--- src/rtl/core/ccap_pkg.sv ---
package ccap_pkg;

    // Window geometry: five rows by five columns, four rows held in the line memory
    localparam int WIN       = 5;
    localparam int LINE_ROWS = WIN - 1;

    // Smallest frame side that the pass accepts
    localparam int MIN_DIM = 5;

    // Configuration port
    localparam int CFG_INDEX_W = 2;
    localparam int CFG_DATA_W  = 8;

    localparam logic [CFG_INDEX_W-1:0] REG_NEAR_CUTOFF = 2'd0;
    localparam logic [CFG_INDEX_W-1:0] REG_FAR_CUTOFF  = 2'd1;
    localparam logic [CFG_INDEX_W-1:0] REG_MAP_WIDTH   = 2'd2;
    localparam logic [CFG_INDEX_W-1:0] REG_MAP_HEIGHT  = 2'd3;

    // Register values after reset
    localparam logic [3:0] RST_NEAR_CUTOFF = 4'd5;
    localparam logic [4:0] RST_FAR_CUTOFF  = 5'd0;
    localparam logic [7:0] RST_MAP_WIDTH   = 8'd80;
    localparam logic [7:0] RST_MAP_HEIGHT  = 8'd24;

    // Input item kinds
    localparam logic CMD_CELL = 1'b0;

    // One window column: bit k is the cell k rows above the newest row
    typedef logic [WIN-1:0] win_col_t;

    // Control handed to each window cell
    typedef struct packed {
        logic     shift;
        logic     col_ok;
        win_col_t row_mask;
    } cell_ctrl_t;

    // Wall counts of one window column: middle three rows, and all five rows
    typedef struct packed {
        logic [1:0] mid;
        logic [2:0] full;
    } cell_count_t;

endpackage

--- src/rtl/core/ccap_ram.sv ---
module ccap_ram #(
    parameter int WIDTH = 4,
    parameter int DEPTH = 128
) (
    input  logic                     clk,
    input  logic                     we,
    input  logic [$clog2(DEPTH)-1:0] waddr,
    input  logic [WIDTH-1:0]         wdata,
    input  logic [$clog2(DEPTH)-1:0] raddr,
    output logic [WIDTH-1:0]         rdata
);

    logic [WIDTH-1:0] mem [DEPTH];
    logic [WIDTH-1:0] rdata_reg;

    // Write port and registered read port
    always_ff @(posedge clk)
    begin
        if (we)
        begin
            mem[waddr] <= wdata;
        end
        rdata_reg <= mem[raddr];
    end

    assign rdata = rdata_reg;

endmodule

--- src/rtl/core/ccap_window_cell.sv ---
module ccap_window_cell (
    input  logic                   clk,
    input  logic                   rst_n,
    input  ccap_pkg::cell_ctrl_t   ctrl,
    input  ccap_pkg::win_col_t     col_in,
    output ccap_pkg::win_col_t     col_out,
    output ccap_pkg::cell_count_t  count
);
    import ccap_pkg::*;

    win_col_t col_reg;
    win_col_t seen;

    // Take the column from the neighbour on every transfer
    always_ff @(posedge clk or negedge rst_n)
    begin
        if (!rst_n)
        begin
            col_reg <= '0;
        end
        else if (ctrl.shift)
        begin
            col_reg <= col_in;
        end
    end

    assign col_out = col_reg;

    // Drop cells that lie off the map, then count walls
    assign seen = col_reg & ctrl.row_mask & {WIN{ctrl.col_ok}};

    always_comb
    begin
        count.mid  = 2'(seen[1]) + 2'(seen[2]) + 2'(seen[3]);
        count.full = 3'(count.mid) + 3'(seen[0]) + 3'(seen[4]);
    end

endmodule

--- src/rtl/core/cave_cellular_automaton_pass_core.sv ---
// One smoothing pass of a 4-5 rule cave automaton over a wall/floor map streamed in
// raster order, one cell per transfer. The block takes one item per clock cycle
// unless the output stalls; the line memory (MAX_WIDTH words of four bits, one write
// and one read per transfer) and the five-column chain of window cells both advance
// once per transfer. A result follows the item that completes its 5x5 window, which
// is the item 2*map_width+2 positions later in the stream, so the host follows each
// frame with that many flush items. Border cells always come out as wall; the frame
// size is taken at the first item of each frame, while the cutoffs apply at once.
// There is no clearing pass after reset: the first item may be sent straight away.
module cave_cellular_automaton_pass_core #(
    parameter int MAX_WIDTH  = 128,
    parameter int MAX_HEIGHT = 128
) (
    input  logic                               clk,
    input  logic                               rst_n,
    // configuration writes
    input  logic                               cfg_valid,
    output logic                               cfg_ready,
    input  logic [ccap_pkg::CFG_INDEX_W-1:0]   cfg_index,
    input  logic [ccap_pkg::CFG_DATA_W-1:0]    cfg_data,
    // map cells in
    input  logic                               item_valid,
    output logic                               item_ready,
    input  logic                               command,
    input  logic                               cell_is_wall,
    // smoothed cells out
    output logic                               result_valid,
    input  logic                               result_ready,
    output logic                               out_is_wall,
    output logic [6:0]                         out_row,
    output logic [6:0]                         out_col,
    output logic                               frame_last
);
    import ccap_pkg::*;

    localparam int CW = $clog2(MAX_WIDTH);       // column index
    localparam int WW = $clog2(MAX_WIDTH + 1);   // frame width
    localparam int HW = $clog2(MAX_HEIGHT + 1);  // frame height
    localparam int RW = $clog2(MAX_HEIGHT + 4);  // input row, flush rows included
    localparam int OW = $clog2(MAX_HEIGHT);      // output row

    // Configuration registers
    logic [3:0] near_cutoff_reg;
    logic [4:0] far_cutoff_reg;
    logic [7:0] map_width_reg;
    logic [7:0] map_height_reg;

    // Frame and position state
    logic [WW-1:0] frame_w_reg;
    logic [HW-1:0] frame_h_reg;
    logic [RW-1:0] in_row_reg, in_row_next;
    logic [CW-1:0] in_col_reg, in_col_next;
    logic [OW-1:0] o_row_reg, o_row_next;
    logic [CW-1:0] o_col_reg, o_col_next;

    // Window stage
    logic          s1_valid_reg;
    logic [OW-1:0] s1_row_reg;
    logic [CW-1:0] s1_col_reg;
    logic          s1_last_reg;
    logic          s1_border_reg;
    win_col_t      s1_row_mask_reg;
    logic [WIN-1:0] s1_col_mask_reg;

    // Output register
    logic       result_valid_reg;
    logic       out_is_wall_reg;
    logic [6:0] out_row_reg;
    logic [6:0] out_col_reg;
    logic       frame_last_reg;

    logic          cfg_xfer;
    logic          in_xfer;
    logic          s1_adv;
    logic          at_start;
    logic [WW-1:0] w_clamp, w_cur;
    logic [HW-1:0] h_clamp, h_cur;
    logic          in_map;
    logic          in_border;
    logic          cell_v;
    logic          emit;
    logic          o_last;
    logic          o_border;
    win_col_t      row_mask;
    logic [WIN-1:0] col_mask;
    logic [LINE_ROWS-1:0] line_rd;
    win_col_t      new_col;
    win_col_t      chain_col [WIN];
    cell_ctrl_t    cell_ctrl [WIN];
    cell_count_t   cell_cnt  [WIN];
    logic [3:0]    near_cnt;
    logic [4:0]    far_cnt;
    logic          s1_wall;

    assign cfg_ready = 1'b1;
    assign cfg_xfer  = cfg_valid & cfg_ready;

    // Register writes
    always_ff @(posedge clk or negedge rst_n)
    begin
        if (!rst_n)
        begin
            near_cutoff_reg <= RST_NEAR_CUTOFF;
            far_cutoff_reg  <= RST_FAR_CUTOFF;
            map_width_reg   <= RST_MAP_WIDTH;
            map_height_reg  <= RST_MAP_HEIGHT;
        end
        else if (cfg_xfer)
        begin
            unique case (cfg_index)
                REG_NEAR_CUTOFF: near_cutoff_reg <= cfg_data[3:0];
                REG_FAR_CUTOFF:  far_cutoff_reg  <= cfg_data[4:0];
                REG_MAP_WIDTH:   map_width_reg   <= cfg_data;
                REG_MAP_HEIGHT:  map_height_reg  <= cfg_data;
            endcase
        end
    end

    // Handshake: the window stage moves on when the output register frees up
    assign s1_adv     = !result_valid_reg || result_ready;
    assign item_ready = !s1_valid_reg || s1_adv;
    assign in_xfer    = item_valid && item_ready;

    // Saturate the requested frame size
    always_comb
    begin
        if (map_width_reg < 8'(MIN_DIM))
            w_clamp = WW'(MIN_DIM);
        else if (32'(map_width_reg) > MAX_WIDTH)
            w_clamp = WW'(MAX_WIDTH);
        else
            w_clamp = WW'(map_width_reg);

        if (map_height_reg < 8'(MIN_DIM))
            h_clamp = HW'(MIN_DIM);
        else if (32'(map_height_reg) > MAX_HEIGHT)
            h_clamp = HW'(MAX_HEIGHT);
        else
            h_clamp = HW'(map_height_reg);
    end

    // Latch the size on the first item of a frame
    assign at_start = (in_row_reg == '0) && (in_col_reg == '0);
    assign w_cur    = at_start ? w_clamp : frame_w_reg;
    assign h_cur    = at_start ? h_clamp : frame_h_reg;

    // Cell value entering the window: force the border, blank positions past the map
    assign in_map    = in_row_reg < RW'(h_cur);
    assign in_border = (in_row_reg == '0) || (in_row_reg == RW'(h_cur) - RW'(1))
                    || (in_col_reg == '0) || (WW'(in_col_reg) == w_cur - WW'(1));
    assign cell_v    = in_map && (in_border || (command == CMD_CELL && cell_is_wall));

    // A result leaves once the item two rows and two columns on has arrived
    assign emit = (in_row_reg > RW'(2)) || (in_row_reg == RW'(2) && in_col_reg >= CW'(2));

    // Position of the result and its off-map masks
    assign o_last   = (o_row_reg == OW'(h_cur - HW'(1))) && (WW'(o_col_reg) == w_cur - WW'(1));
    assign o_border = (o_row_reg == '0) || (o_row_reg == OW'(h_cur - HW'(1)))
                   || (o_col_reg == '0) || (WW'(o_col_reg) == w_cur - WW'(1));

    always_comb
    begin
        row_mask[0] = (HW + 1)'(o_row_reg) + (HW + 1)'(3) <= (HW + 1)'(h_cur);
        row_mask[1] = (HW + 1)'(o_row_reg) + (HW + 1)'(2) <= (HW + 1)'(h_cur);
        row_mask[2] = 1'b1;
        row_mask[3] = o_row_reg >= OW'(1);
        row_mask[4] = o_row_reg >= OW'(2);
        col_mask[0] = (WW + 1)'(o_col_reg) + (WW + 1)'(3) <= (WW + 1)'(w_cur);
        col_mask[1] = (WW + 1)'(o_col_reg) + (WW + 1)'(2) <= (WW + 1)'(w_cur);
        col_mask[2] = 1'b1;
        col_mask[3] = o_col_reg >= CW'(1);
        col_mask[4] = o_col_reg >= CW'(2);
    end

    // Advance the input and output raster counters
    always_comb
    begin
        in_row_next = in_row_reg;
        in_col_next = in_col_reg;
        o_row_next  = o_row_reg;
        o_col_next  = o_col_reg;
        if (in_xfer)
        begin
            if (emit && o_last)
            begin
                in_row_next = '0;
                in_col_next = '0;
                o_row_next  = '0;
                o_col_next  = '0;
            end
            else
            begin
                if (WW'(in_col_reg) + WW'(1) >= w_cur)
                begin
                    in_col_next = '0;
                    in_row_next = in_row_reg + RW'(1);
                end
                else
                begin
                    in_col_next = in_col_reg + CW'(1);
                end
                if (emit)
                begin
                    if (WW'(o_col_reg) + WW'(1) >= w_cur)
                    begin
                        o_col_next = '0;
                        o_row_next = o_row_reg + OW'(1);
                    end
                    else
                    begin
                        o_col_next = o_col_reg + CW'(1);
                    end
                end
            end
        end
    end

    always_ff @(posedge clk or negedge rst_n)
    begin
        if (!rst_n)
        begin
            frame_w_reg <= '0;
            frame_h_reg <= '0;
            in_row_reg  <= '0;
            in_col_reg  <= '0;
            o_row_reg   <= '0;
            o_col_reg   <= '0;
        end
        else
        begin
            if (in_xfer)
            begin
                frame_w_reg <= w_cur;
                frame_h_reg <= h_cur;
            end
            in_row_reg <= in_row_next;
            in_col_reg <= in_col_next;
            o_row_reg  <= o_row_next;
            o_col_reg  <= o_col_next;
        end
    end

    // Line memory: four rows above the current one, one word per column
    ccap_ram #(
        .WIDTH (LINE_ROWS),
        .DEPTH (MAX_WIDTH)
    ) u_line_ram (
        .clk   (clk),
        .we    (in_xfer),
        .waddr (in_col_reg),
        .wdata (new_col[LINE_ROWS-1:0]),
        .raddr (in_col_next),
        .rdata (line_rd)
    );

    assign new_col = {line_rd, cell_v};

    // Chain of window columns, newest at cell zero
    for (genvar j = 0; j < WIN; j++)
    begin : g_cell
        assign cell_ctrl[j].shift    = in_xfer;
        assign cell_ctrl[j].col_ok   = s1_col_mask_reg[j];
        assign cell_ctrl[j].row_mask = s1_row_mask_reg;

        if (j == 0)
        begin : g_head
            ccap_window_cell u_cell (
                .clk     (clk),
                .rst_n   (rst_n),
                .ctrl    (cell_ctrl[j]),
                .col_in  (new_col),
                .col_out (chain_col[j]),
                .count   (cell_cnt[j])
            );
        end
        else
        begin : g_body
            ccap_window_cell u_cell (
                .clk     (clk),
                .rst_n   (rst_n),
                .ctrl    (cell_ctrl[j]),
                .col_in  (chain_col[j-1]),
                .col_out (chain_col[j]),
                .count   (cell_cnt[j])
            );
        end
    end

    // Window stage: hold the position while the window is valid
    always_ff @(posedge clk or negedge rst_n)
    begin
        if (!rst_n)
        begin
            s1_valid_reg <= 1'b0;
        end
        else if (in_xfer)
        begin
            s1_valid_reg <= emit;
        end
        else if (s1_adv)
        begin
            s1_valid_reg <= 1'b0;
        end
    end

    always_ff @(posedge clk)
    begin
        if (in_xfer)
        begin
            s1_row_reg      <= o_row_reg;
            s1_col_reg      <= o_col_reg;
            s1_last_reg     <= o_last;
            s1_border_reg   <= o_border;
            s1_row_mask_reg <= row_mask;
            s1_col_mask_reg <= col_mask;
        end
    end

    // Sum the 3x3 and the cornerless 5x5 counts, then apply the rule
    assign near_cnt = 4'(cell_cnt[1].mid) + 4'(cell_cnt[2].mid) + 4'(cell_cnt[3].mid);
    assign far_cnt  = 5'(cell_cnt[0].mid) + 5'(cell_cnt[4].mid)
                    + 5'(cell_cnt[1].full) + 5'(cell_cnt[2].full) + 5'(cell_cnt[3].full);
    assign s1_wall  = s1_border_reg ? 1'b1
                    : ((near_cnt >= near_cutoff_reg) || (far_cnt <= far_cutoff_reg));

    // Output register
    always_ff @(posedge clk or negedge rst_n)
    begin
        if (!rst_n)
        begin
            result_valid_reg <= 1'b0;
        end
        else if (s1_adv)
        begin
            result_valid_reg <= s1_valid_reg;
        end
    end

    always_ff @(posedge clk)
    begin
        if (s1_adv && s1_valid_reg)
        begin
            out_is_wall_reg <= s1_wall;
            out_row_reg     <= 7'(s1_row_reg);
            out_col_reg     <= 7'(s1_col_reg);
            frame_last_reg  <= s1_last_reg;
        end
    end

    assign result_valid = result_valid_reg;
    assign out_is_wall  = out_is_wall_reg;
    assign out_row      = out_row_reg;
    assign out_col      = out_col_reg;
    assign frame_last   = frame_last_reg;

endmodule

--- config.mk ---
export PLATFORM = sky130hd
export DESIGN_NAME = cave_cellular_automaton_pass_core
export DESIGN_NICKNAME = d
export VERILOG_FILES = /design/src/rtl/core/ccap_pkg.sv /design/src/rtl/core/ccap_ram.sv /design/src/rtl/core/ccap_window_cell.sv /design/src/rtl/core/cave_cellular_automaton_pass_core.sv
export SDC_FILE = /design/constraint.sdc
export NUM_CORES = 1
export LEC_CHECK = 0
export BUFFER_PORTS_ARGS = -buffer_cell sky130_fd_sc_hd__buf_4
export CELL_PAD_IN_SITES_DETAIL_PLACEMENT = 1
export CELL_PAD_IN_SITES_GLOBAL_PLACEMENT = 2
export CORE_AREA = 2 2 182 363
export CTS_CLUSTER_DIAMETER = 60
export DETAILED_ROUTE_END_ITERATION = 12
export DIE_AREA = 0 0 184 365
export PLACE_DENSITY_LB_ADDON = 0.1
export RECOVER_POWER = 50
export SKIP_LAST_GASP = 1
export SLEW_MARGIN = 20
export SYNTH_ARGS = -nofsm -noshare
export SYNTH_HDL_FRONTEND = slang
export SYNTH_SLANG_ARGS = --single-unit
--- constraint.sdc ---
create_clock -name clk -period 23.1 [get_ports clk]
set_clock_uncertainty 0.15 [all_clocks]
set_input_delay 2.31 -clock clk [delete_from_list [all_inputs] [get_ports clk]]
set_output_delay 2.31 -clock clk [all_outputs]
set_load 0.02 [all_outputs]
# After elaboration in Yosys (flattened, before gate mapping)
# Memories as Yosys holds them, arrays and structs flattened. A register that Yosys moved wholly into a read port is not among the register bits.
# Index checks and enable logic that the tools add are counted.
# word_totals
register_bits	136
n_memories	1
wordCells	157
ramBits	512
# mem_list
name	words	width	rd	rd_clocked_by_memory_dff	write_ports	line	source
u_line_ram.mem	128	4	1	1	1	ccap_ram.sv:13	logic [WIDTH-1:0] mem [DEPTH];
# classes
n_bitwise	10
n_eq_ne	8
order_cmp	19
mux	21
reduce_logical	37
n_addsub	34
# ops
op	count
$mux W8	8
$mux W7	9
$add A7 B2 Y8 const B	4
$le A8 B8 Y1	4
$and A5 B5 Y5	5
$add A7 B1 Y7 const B	3
$ge A7 B2 Y1 const B	3
$logic_not A7 Y1	3
$add A7 B1 Y8 const B	2
$and A4 B4 Y4	4
$eq A7 B8 Y1	2
$ge A8 B8 Y1	2
$gt A8 B8 Y1 const B	2
$lt A8 B3 Y1 const B	2
$sub A8 B1 Y8 const B	2
$ge A7 B1 Y1 const B	2
$reduce_and A2 Y1	6
$logic_or A1 B1 Y1	11
$add A1 B1 Y2	5
$add A2 B1 Y2	5
$add A2 B1 Y3	3
$add A3 B1 Y3	3
$add A8 B1 Y8 const B	1
$eq A8 B2 Y1 const B	1
21 further kinds	37

# Longest topological paths before layout
# Gate-level depths: netlist of run 1.
# depth
ltp_word	11
depth_mapped	27
depth_no_buf	22

# Modules after synthesis
# A second synthesis of run 1 with hierarchy kept.
# unflattened
cells_unflattened	1824
area_unflattened_um2	29803.6
# by_module_without_submodules
module	area_per_inst_um2	cells_each	instances
ccap_ram	20193.1	908	1
cave_cellular_automaton_pass_core	8284.2	826	1
ccap_window_cell	265.3	18	5

# Least setup slack after synthesis of run 1
# Ideal clock, no wire load.
# synth_timing
kind	flip-flop to flip-flop
startpoint	register in_row_reg[2]
endpoint	memory u_line_ram.mem[0][0], data pin
path_slack_ps	12895
t_required_ps	21711
stages_incl_launch_ff	15
n_path_buf	3
t_arrival_ps	8816
cell_sequence	dfrtp_1 buf_6 or4_1 clkbuf_2 or4_1 buf_6 a2111oi_0 a21oi_1 ha_1 mux4_2 a211oi_1 a31oi_1 nor3_1 a2111oi_0 a211oi_1
# synth_between
elab_chain_len	10
# synth_lines
element	line	source
start, declared	cave_cellular_automaton_pass_core.sv:51	logic [RW-1:0] in_row_reg, in_row_next;
start signal, assigned	cave_cellular_automaton_pass_core.sv:236	in_row_reg <= in_row_next;
$logic_not A8 Y1	cave_cellular_automaton_pass_core.sv:143, cave_cellular_automaton_pass_core.sv:149	
$logic_and A1 B1 Y1	cave_cellular_automaton_pass_core.sv:143	assign at_start = (in_row_reg == '0) && (in_col_reg == '0);
$mux W8	cave_cellular_automaton_pass_core.sv:145	assign h_cur = at_start ? h_clamp : frame_h_reg;
$sub A8 B1 Y8	--	
$eq A8 B8 Y1	cave_cellular_automaton_pass_core.sv:149	assign in_border = (in_row_reg == '0) || (in_row_reg == RW'(h_cur) - RW'(1))
$logic_or A1 B1 Y1	cave_cellular_automaton_pass_core.sv:149	
$logic_or A1 B1 Y1 (2 in a row)	cave_cellular_automaton_pass_core.sv:150	|| (in_col_reg == '0) || (WW'(in_col_reg) == w_cur - WW'(1));
$logic_or A1 B1 Y1	cave_cellular_automaton_pass_core.sv:151	assign cell_v = in_map && (in_border || (command == CMD_CELL && cell_is_wall));
$logic_and A1 B1 Y1 *	cave_cellular_automaton_pass_core.sv:151	
via cell_v	cave_cellular_automaton_pass_core.sv:80	logic cell_v;
end, declared	ccap_ram.sv:13	
# The timed path passes the listed nets; every way through them passes the cells marked *.

# Worst setup path in the final report of run 1
# layout_timing
startpoint	input result_ready
endpoint	register o_row_reg[5]
# layout_between
elab_chain_len	4
# layout_lines
element	line	source
start, declared	cave_cellular_automaton_pass_core.sv:28	input logic result_ready,
$logic_or A1 B1 Y1	cave_cellular_automaton_pass_core.sv:120	assign s1_adv = !result_valid_reg || result_ready;
$logic_or A1 B1 Y1	cave_cellular_automaton_pass_core.sv:121	assign item_ready = !s1_valid_reg || s1_adv;
$logic_and A1 B1 Y1	cave_cellular_automaton_pass_core.sv:122	assign in_xfer = item_valid && item_ready;
$reduce_and A3 Y1 (no source line)	--	
end signal, assigned	cave_cellular_automaton_pass_core.sv:238	o_row_reg <= o_row_next;
end, declared	cave_cellular_automaton_pass_core.sv:53	logic [OW-1:0] o_row_reg, o_row_next;
# Every way passes these cells.
# A chain may end at the register's enable or synchronous reset.

==> flow_summary.json, run 1 <==
{
  "status": "finished with violations",
  "violations": "capacitance limit, slew limit",
  "coreArea_sq_um": 64410,
  "ys_seq_area_share_pct": 62.25,
  "crit_type": "in -> reg",
  "use_met3_pct": 3.946,
  "final_cell_mix": "edfxtp_1, nand2_1, nor2_1",
  "largest-register": "u_line_ram.mem",
  "rows": 132,
  "hold_viol_final": 0,
  "slew_headroom_pct": -210.3,
  "grt_pass1_vias": 21636,
  "numCtsBuffers": 57,
  "grt_setup_unrepaired": "no",
  "groute.usage.overall_pct": 27.09,
  "cp-startpoint": "result_ready",
  "crit_path_top_delay_cell": "clkbuf_1",
  "die_area_sq_um": 67160,
  "whs_ps": 265.3,
  "cp_max_fo": 66,
  "drc_errors": 0,
  "dr.pass1.iters": 5,
  "die_w_um": 184,
  "ys_types": 93,
  "required_ps": 23500,
  "cts_resized": 0,
  "yosysWarnings": 0,
  "synth-edff-count": 552,
  "final_max_slew_viol_count": 652,
  "busiest_layer": "met2",
  "root_buffer": "clkbuf_16",
  "vias": 20672,
  "use_met1_pct": 36.08,
  "dpl.cell_count": 3308,
  "cts_buffer_depth": 3,
  "max_clock_freq_mhz": 102.1,
  "peakVddDrop_mv": 0.1725,
  "hold_start": "s1_col_reg[2]",
  "syn_area_sq_um": 30590,
  "finalNonFillerCells": 3415,
  "cts_tree": "done",
  "num_antenna_cells": 0,
  "yosys.area.top_type_share_pct": 54.19,
  "cts_sinks": 651,
  "setup-violations-final": 0,
  "post-route-period-util_pct": 42.39,
  "initial_core_util_pct": 47.49,
  "drtIter0Drc": 1216,
  "grt_first_pass_wirelength_um": 135900,
  "power_leakage_nw": 11.89,
  "crit_arrival_ps": 10190,
  "r2r_setup_slack_ps": 14180,
  "cp_num_buf_inv": 3,
  "worst_pin_slew_ps": 4654,
  "syn_nets": 2712,
  "cpLargestDelayFamily": "buffers and inverters",
  "maxCapViolCount": 13,
  "finalSetupTns_ps": 0,
  "ff2ff_path_depth": 25,
  "critical_path.endpoint": "o_row_reg[5]",
  "max_stage_delay_ps": 2830,
  "die_h_um": 365,
  "powerDensity_nw_per_um2": 167.7,
  "totalPowerFinal_mw": 5.591,
  "clkTransAtPathRegs_ps": 60,
  "wl_per_cell_um": 26.28,
  "hp-class": "reg -> reg",
  "gp_congestion": 0.8144,
  "final_layout_size_suffix_gt1_share_pct": 7.698,
  "syn_area_per_cell_sq_um": 11.84,
  "grt_antenna_before_repair": 1,
  "syn_inst": 2583,
  "start_kind": "primary input",
  "dp_hpwl_um": 57960,
  "grt_use_met2_pct": 45.13,
  "cts_htree_levels": 2,
  "syn_to_final_growth_pct": 9.032,
  "layout.nets": 2693,
  "cts_setup_buffers": 0,
  "gr-total-overflow": 0,
  "cp_cell_sequence": "clkbuf_4 -> nand3b_1 -> nand2_1 -> inv_1 -> clkbuf_1 -> nand2_1 -> a21oi_1 -> nand3_1 -> or3_1 -> a21oi_1",
  "layout_commonest_cell": "edfxtp_1",
  "ctsHoldBuffers": 0,
  "r2r_end": "u_line_ram.rdata[3]",
  "yosys-top-cells-area": "edfxtp_1, dfrtp_1, nand2_1",
  "ys_ff_latch": 651,
  "n_fill_cell": 6668,
  "synth_ff_type": "edfxtp_1",
  "end_kind": "register",
  "wl_um": 89740,
  "yosys.area.top_type": "edfxtp_1",
  "boundaryPins": 36,
  "final.min_clock_period_ps": 9792,
  "via_per_inst": 6.053,
  "clkLatencyLatePin_ps": 660,
  "async_flop_share_pct": 14.59,
  "largest_register_ffs": 512,
  "worstReg2RegStart": "in_col_reg[0]",
  "path_depth": 10,
  "drtAntennaViolNets": 0,
  "grt_start_max_net_pins": 178,
  "port-buffer-count": 34
}
worst reg2reg max path: cells and delay by family, from the launching register on:
family / cells / cell delay [ps]
AO/OA/AOI/OAI: 7 / 1890
XOR/XNOR: 2 / 390
adder cells (fa/ha/maj): 2 / 810
buffers and inverters: 6 / 2930
flip-flops: 1 / 860
multiplexers: 1 / 340
AND/OR/NAND/NOR: 7 / 1430
Yosys cell counts, types with 11 or more instances:
cell type	instances
nor2_1	184
edfxtp_1	552
o211ai_1	15
a21oi_1	146
a211oi_1	31
a21o_1	12
o21ai_0	86
nand4_1	23
or4_1	11
a221oi_1	18
nand2b_1	24
buf_1	23
xnor2_1	46
ha_1	96
inv_1	56
nand2_1	446
and3_1	43
mux2i_1	56
buf_2	36
a31oi_1	39
nand3_1	144
dfrtp_1	89
fa_1	16
mux2_2	26
nor3_1	12
xor2_1	24
clkbuf_1	80
nor4_1	13
a22oi_1	34
nor2b_1	23
power by group:
group          internal [mW]  leakage (nW)  switching (mW)  total [mW]
clock network          0.551         0.947           0.448        1.00
registers               1.61          6.24           0.154        1.76
logic                  0.933          4.70            1.90        2.83
total                   3.09          11.9            2.50        5.59
layout make-up:
cell class | count | area [sq um] | share of cell area, %
multi-input cells | 1723 | 10690 | 32.06
clock buffers | 77 | 1583 | 4.746
clock inverters | 29 | 342.8 | 1.028
repair buffers | 70 | 450.4 | 1.351
flip-flops and latches | 651 | 19040 | 57.09
inverters | 61 | 235.2 | 0.7053
well taps | 804 | 1006 | 3.016
worst min path at each step:
| stage | endpoint | cells past startpoint |
|---|---|---|
| finish | out_col[2] | 0 |
| global route | out_col[2] | 0 |
| CTS | out_col[2] | 0 |
| detailed placement | out_col[3] | 0 |
| global placement | out_col[3] | 0 |
| floorplan | g_cell[0].g_head.u_cell.col_out[4] | 2 |
logic make-up after synthesis:
group | Yosys count | share of synthesized area, %
other | 1 | 0.01226
multiplexers | 83 | 2.863
adder cells (fa/ha/maj) | 112 | 4.974
AND/OR/NAND/NOR | 972 | 14.41
flip-flops | 651 | 62.25
AO/OA/AOI/OAI | 483 | 10.48
buffers and inverters | 209 | 2.876
XOR/XNOR | 72 | 2.131
layer usage:
layer  part of all wire [%]  vias up
met5                  0.014        -
met4                    3.7        2
met3                    5.1      166
li1                       -     9434
met2                     49      540
met1                     42    10530
per-stage QoR:
| stage | util (%) | setup slack (ps) | area (sq um) |
|---|---|---|---|
| after floorplan | - | 12890 | 30590 |
| after global placement | 48.96 | 14620 | 31540 |
| after detailed placement | 48.96 | 14410 | 31540 |
| after CTS | 51.95 | 14300 | 33460 |
| after global routing | 51.78 | 12720 | 33350 |
| final | 51.78 | 13310 | 33350 |
Power figures use the tool's default switching activity.
==> inputs of run 2 (changes only) <==
--- a/config.mk
+++ b/config.mk
@@ -5,13 +5,14 @@
 export SDC_FILE = /design/constraint.sdc
 export NUM_CORES = 1
 export LEC_CHECK = 0
+export ABC_AREA = 1
 export BUFFER_PORTS_ARGS = -buffer_cell sky130_fd_sc_hd__buf_4
 export CELL_PAD_IN_SITES_DETAIL_PLACEMENT = 1
 export CELL_PAD_IN_SITES_GLOBAL_PLACEMENT = 2
-export CORE_AREA = 2 2 182 363
+export CORE_AREA = 2 2 210 418
 export CTS_CLUSTER_DIAMETER = 60
 export DETAILED_ROUTE_END_ITERATION = 12
-export DIE_AREA = 0 0 184 365
+export DIE_AREA = 0 0 212 420
 export PLACE_DENSITY_LB_ADDON = 0.1
 export RECOVER_POWER = 50
 export SKIP_LAST_GASP = 1
==> constraint.sdc (replaced) <==
create_clock -name clk -period 8.9 [get_ports clk]
set_clock_uncertainty 0.15 [all_clocks]
set_input_delay 0.89 -clock clk [delete_from_list [all_inputs] [get_ports clk]]
set_output_delay 0.89 -clock clk [all_outputs]
set_load 0.02 [all_outputs]
==> run 2 against run 1 <==
Effect of this change: the run still ends with capacitance limit, slew limit left; cell count increased by 30%; clock power grew to 2.6 times the previous value; via count grew 12%; critical endpoint is now u_line_ram.rdata[2]; register-to-register slack got worse by 13000 ps; synthesized area rose by 5.7%; critical path type is now reg -> reg; routed wire length grew 15%; count of clock-buffer cells in the layout fell by 4.
==> flow_summary.json, run 2 <==
{
  "status": "finished with violations",
  "violations": "capacitance limit, slew limit",
  "yosys.area.top_type_share_pct": 51.27,
  "layout_commonest_cell": "nand2_1",
  "final_max_slew_viol_count": 591,
  "async_flop_share_pct": 14.59,
  "cts_sinks": 651,
  "yosys-top-cells-area": "edfxtp_1, nand3_1, nand2_1",
  "vias": 23096,
  "drc_errors": 0,
  "hp-class": "reg -> reg",
  "wl_per_cell_um": 23.25,
  "yosysMostFrequentCell": "nand2_1",
  "maxCapViolCount": 11,
  "gp_congestion": 0.8394,
  "dr.pass1.iters": 5,
  "wl_met3_um": 2083,
  "largest_register_ffs": 512,
  "internal-power_mw": 7.221,
  "wl_um": 103300,
  "initial_core_util_pct": 37.70,
  "grt_pass1_vias": 25213,
  "ctsHoldBuffers": 0,
  "syn_to_final_growth_pct": 9.129,
  "cts_setup_buffers": 0,
  "max_clock_freq_mhz": 132.6,
  "syn_inst": 3269,
  "clock_power_share_pct": 18.9,
  "finalNonFillerCells": 4441,
  "grt_start_max_net_pins": 147,
  "setup-violations-final": 0,
  "top_layer": "met4",
  "grt_setup_unrepaired": "no",
  "yosys.area.top_type": "edfxtp_1",
  "drtIter0Drc": 1001,
  "combinationalPowerShare_pct": 49.0,
  "cts_tree": "done",
  "finalSetupTns_ps": 0,
  "ys_ff_latch": 651,
  "boundaryPins": 36,
  "syn_nets": 3398,
  "port-buffer-count": 34,
  "coreArea_sq_um": 85770,
  "final.min_clock_period_ps": 7544,
  "power_leakage_nw": 14.38,
  "worst_pin_slew_ps": 4073,
  "powerDensity_nw_per_um2": 385.9,
  "cts_resized": 0,
  "wl_met1_um": 35830,
  "numCtsBuffers": 61,
  "die_h_um": 420,
  "cp_max_fo": 146,
  "synth_ff_type": "edfxtp_1",
  "hold_viol_final": 0,
  "clkLatencyLatePin_ps": 660,
  "p_seq_share_pct": 32.1,
  "peakVddDrop_mv": 0.2549,
  "crit_type": "reg -> reg",
  "die_w_um": 212,
  "synth_common_cells": "nand2_1, nand3_1, edfxtp_1",
  "final_cell_mix": "nand2_1, nand3_1, edfxtp_1",
  "wl_met2_um": 60820,
  "post-route-period-util_pct": 84.76,
  "largest-register": "u_line_ram.mem",
  "via_per_inst": 5.201,
  "grt_first_pass_wirelength_um": 154000,
  "groute.usage.overall_pct": 23.52,
  "yosysWarnings": 0,
  "root_buffer": "clkbuf_16",
  "fin_util_pct": 41.14,
  "cts_buffer_depth": 3,
  "syn_area_per_cell_sq_um": 9.891,
  "grt_antenna_before_repair": 1,
  "final_layout_size_suffix_gt1_share_pct": 5.540,
  "layout.nets": 3367,
  "slew_headroom_pct": -171.6,
  "switching_power_mw": 6.396,
  "start_kind": "register",
  "syn_area_sq_um": 32330,
  "switching_share_pct": 46.97,
  "ys_seq_area_share_pct": 58.89,
  "dp_hpwl_um": 69150,
  "rows": 152,
  "gr-total-overflow": 0,
  "end_kind": "register",
  "drtAntennaViolNets": 0,
  "synth-edff-count": 552,
  "die_area_sq_um": 89040,
  "crit_arrival_ps": 8000,
  "cts_htree_levels": 2,
  "clkTransAtPathRegs_ps": 60,
  "dpl.cell_count": 4329,
  "ys_types": 52,
  "required_ps": 9350
}
## run 2: per-layer routing
layer,vias to the layer above,global-route usage (%)
met2,293,48.81
li1,10860,-
met5,-,0
met4,0,10.23
met3,164,1.981
met1,11779,22.85
## run 2: cell type report
| type | count | area [sq um] |
|---|---|---|
| clock buffers | 73 | 1582 |
| multi-input cells | 2001 | 10740 |
| flip-flops and latches | 651 | 19040 |
| fillers | 9662 | 50490 |
| diodes | 1 | 2.502 |
| clock inverters | 37 | 310.3 |
| repair buffers | 66 | 439.2 |
| well taps | 1155 | 1445 |
| inverters | 457 | 1728 |
## run 2: worst paths after layout
check                         startpoint             endpoint  slack [ps]  cells past startpoint
setup / recovery            result_valid  u_line_ram.rdata[2]        1360                     16
hold / removal             s1_col_reg[6]           out_col[6]         270                      0
setup reg to reg            result_valid  u_line_ram.rdata[2]        1360                     16
hold reg to reg            s1_col_reg[6]           out_col[6]         270                      0
max in group asynchronous          rst_n   near_cutoff_reg[1]        3480                      2
min in group asynchronous          rst_n         o_row_reg[3]         620                      1
## run 2: critical path, cell delays in order, from the launching register on
cell and delay (ps):
dfrtp_1 400, nand3_1 170, nand2_2 80, clkbuf_1 2170, inv_1 800, nand2_8 1010, nand2_8 710, buf_4 600
nand2_1 140, nand3_1 90, nand3_1 140, nand3_1 100, nand3_1 170, nand3_1 180, nand2_1 200, nand2_1 80
nand2_1 90
## run 2: cell families after synthesis
| logic type | share of synthesized area [%] |
|---|---|
| adder cells (fa/ha/maj) | 4.706 |
| other | 0.01160 |
| flip-flops | 58.89 |
| AO/OA/AOI/OAI | 2.953 |
| AND/OR/NAND/NOR | 24.32 |
| XOR/XNOR | 1.056 |
| multiplexers | 0.03096 |
| buffers and inverters | 8.033 |
## run 2: stage by stage
stage	instance area, sq um	worst slack (ps)	total power, mW	hold slack, ps
floorplan	32330	3798	8.670	250.3
CTS	35370	1545	13.83	7.106
global placement	33470	1799	11.05	253.9
detailed placement	33480	1580	11.20	255.2
global route	35290	657.4	14.54	275.5
finish	35290	1356	13.62	271.3
## run 2: power by group through the flow
stage / Clock [mW] / Sequential, mW / Combinational, mW
3_3_place_gp: 0 / 4.38 / 6.67
4_1_cts: 2.64 / 4.34 / 6.85
5_1_grt: 2.73 / 4.41 / 7.39
3_5_place_dp: 0 / 4.40 / 6.80
2_1_floorplan: 0 / 4.26 / 4.41
6_report: 2.57 / 4.37 / 6.68
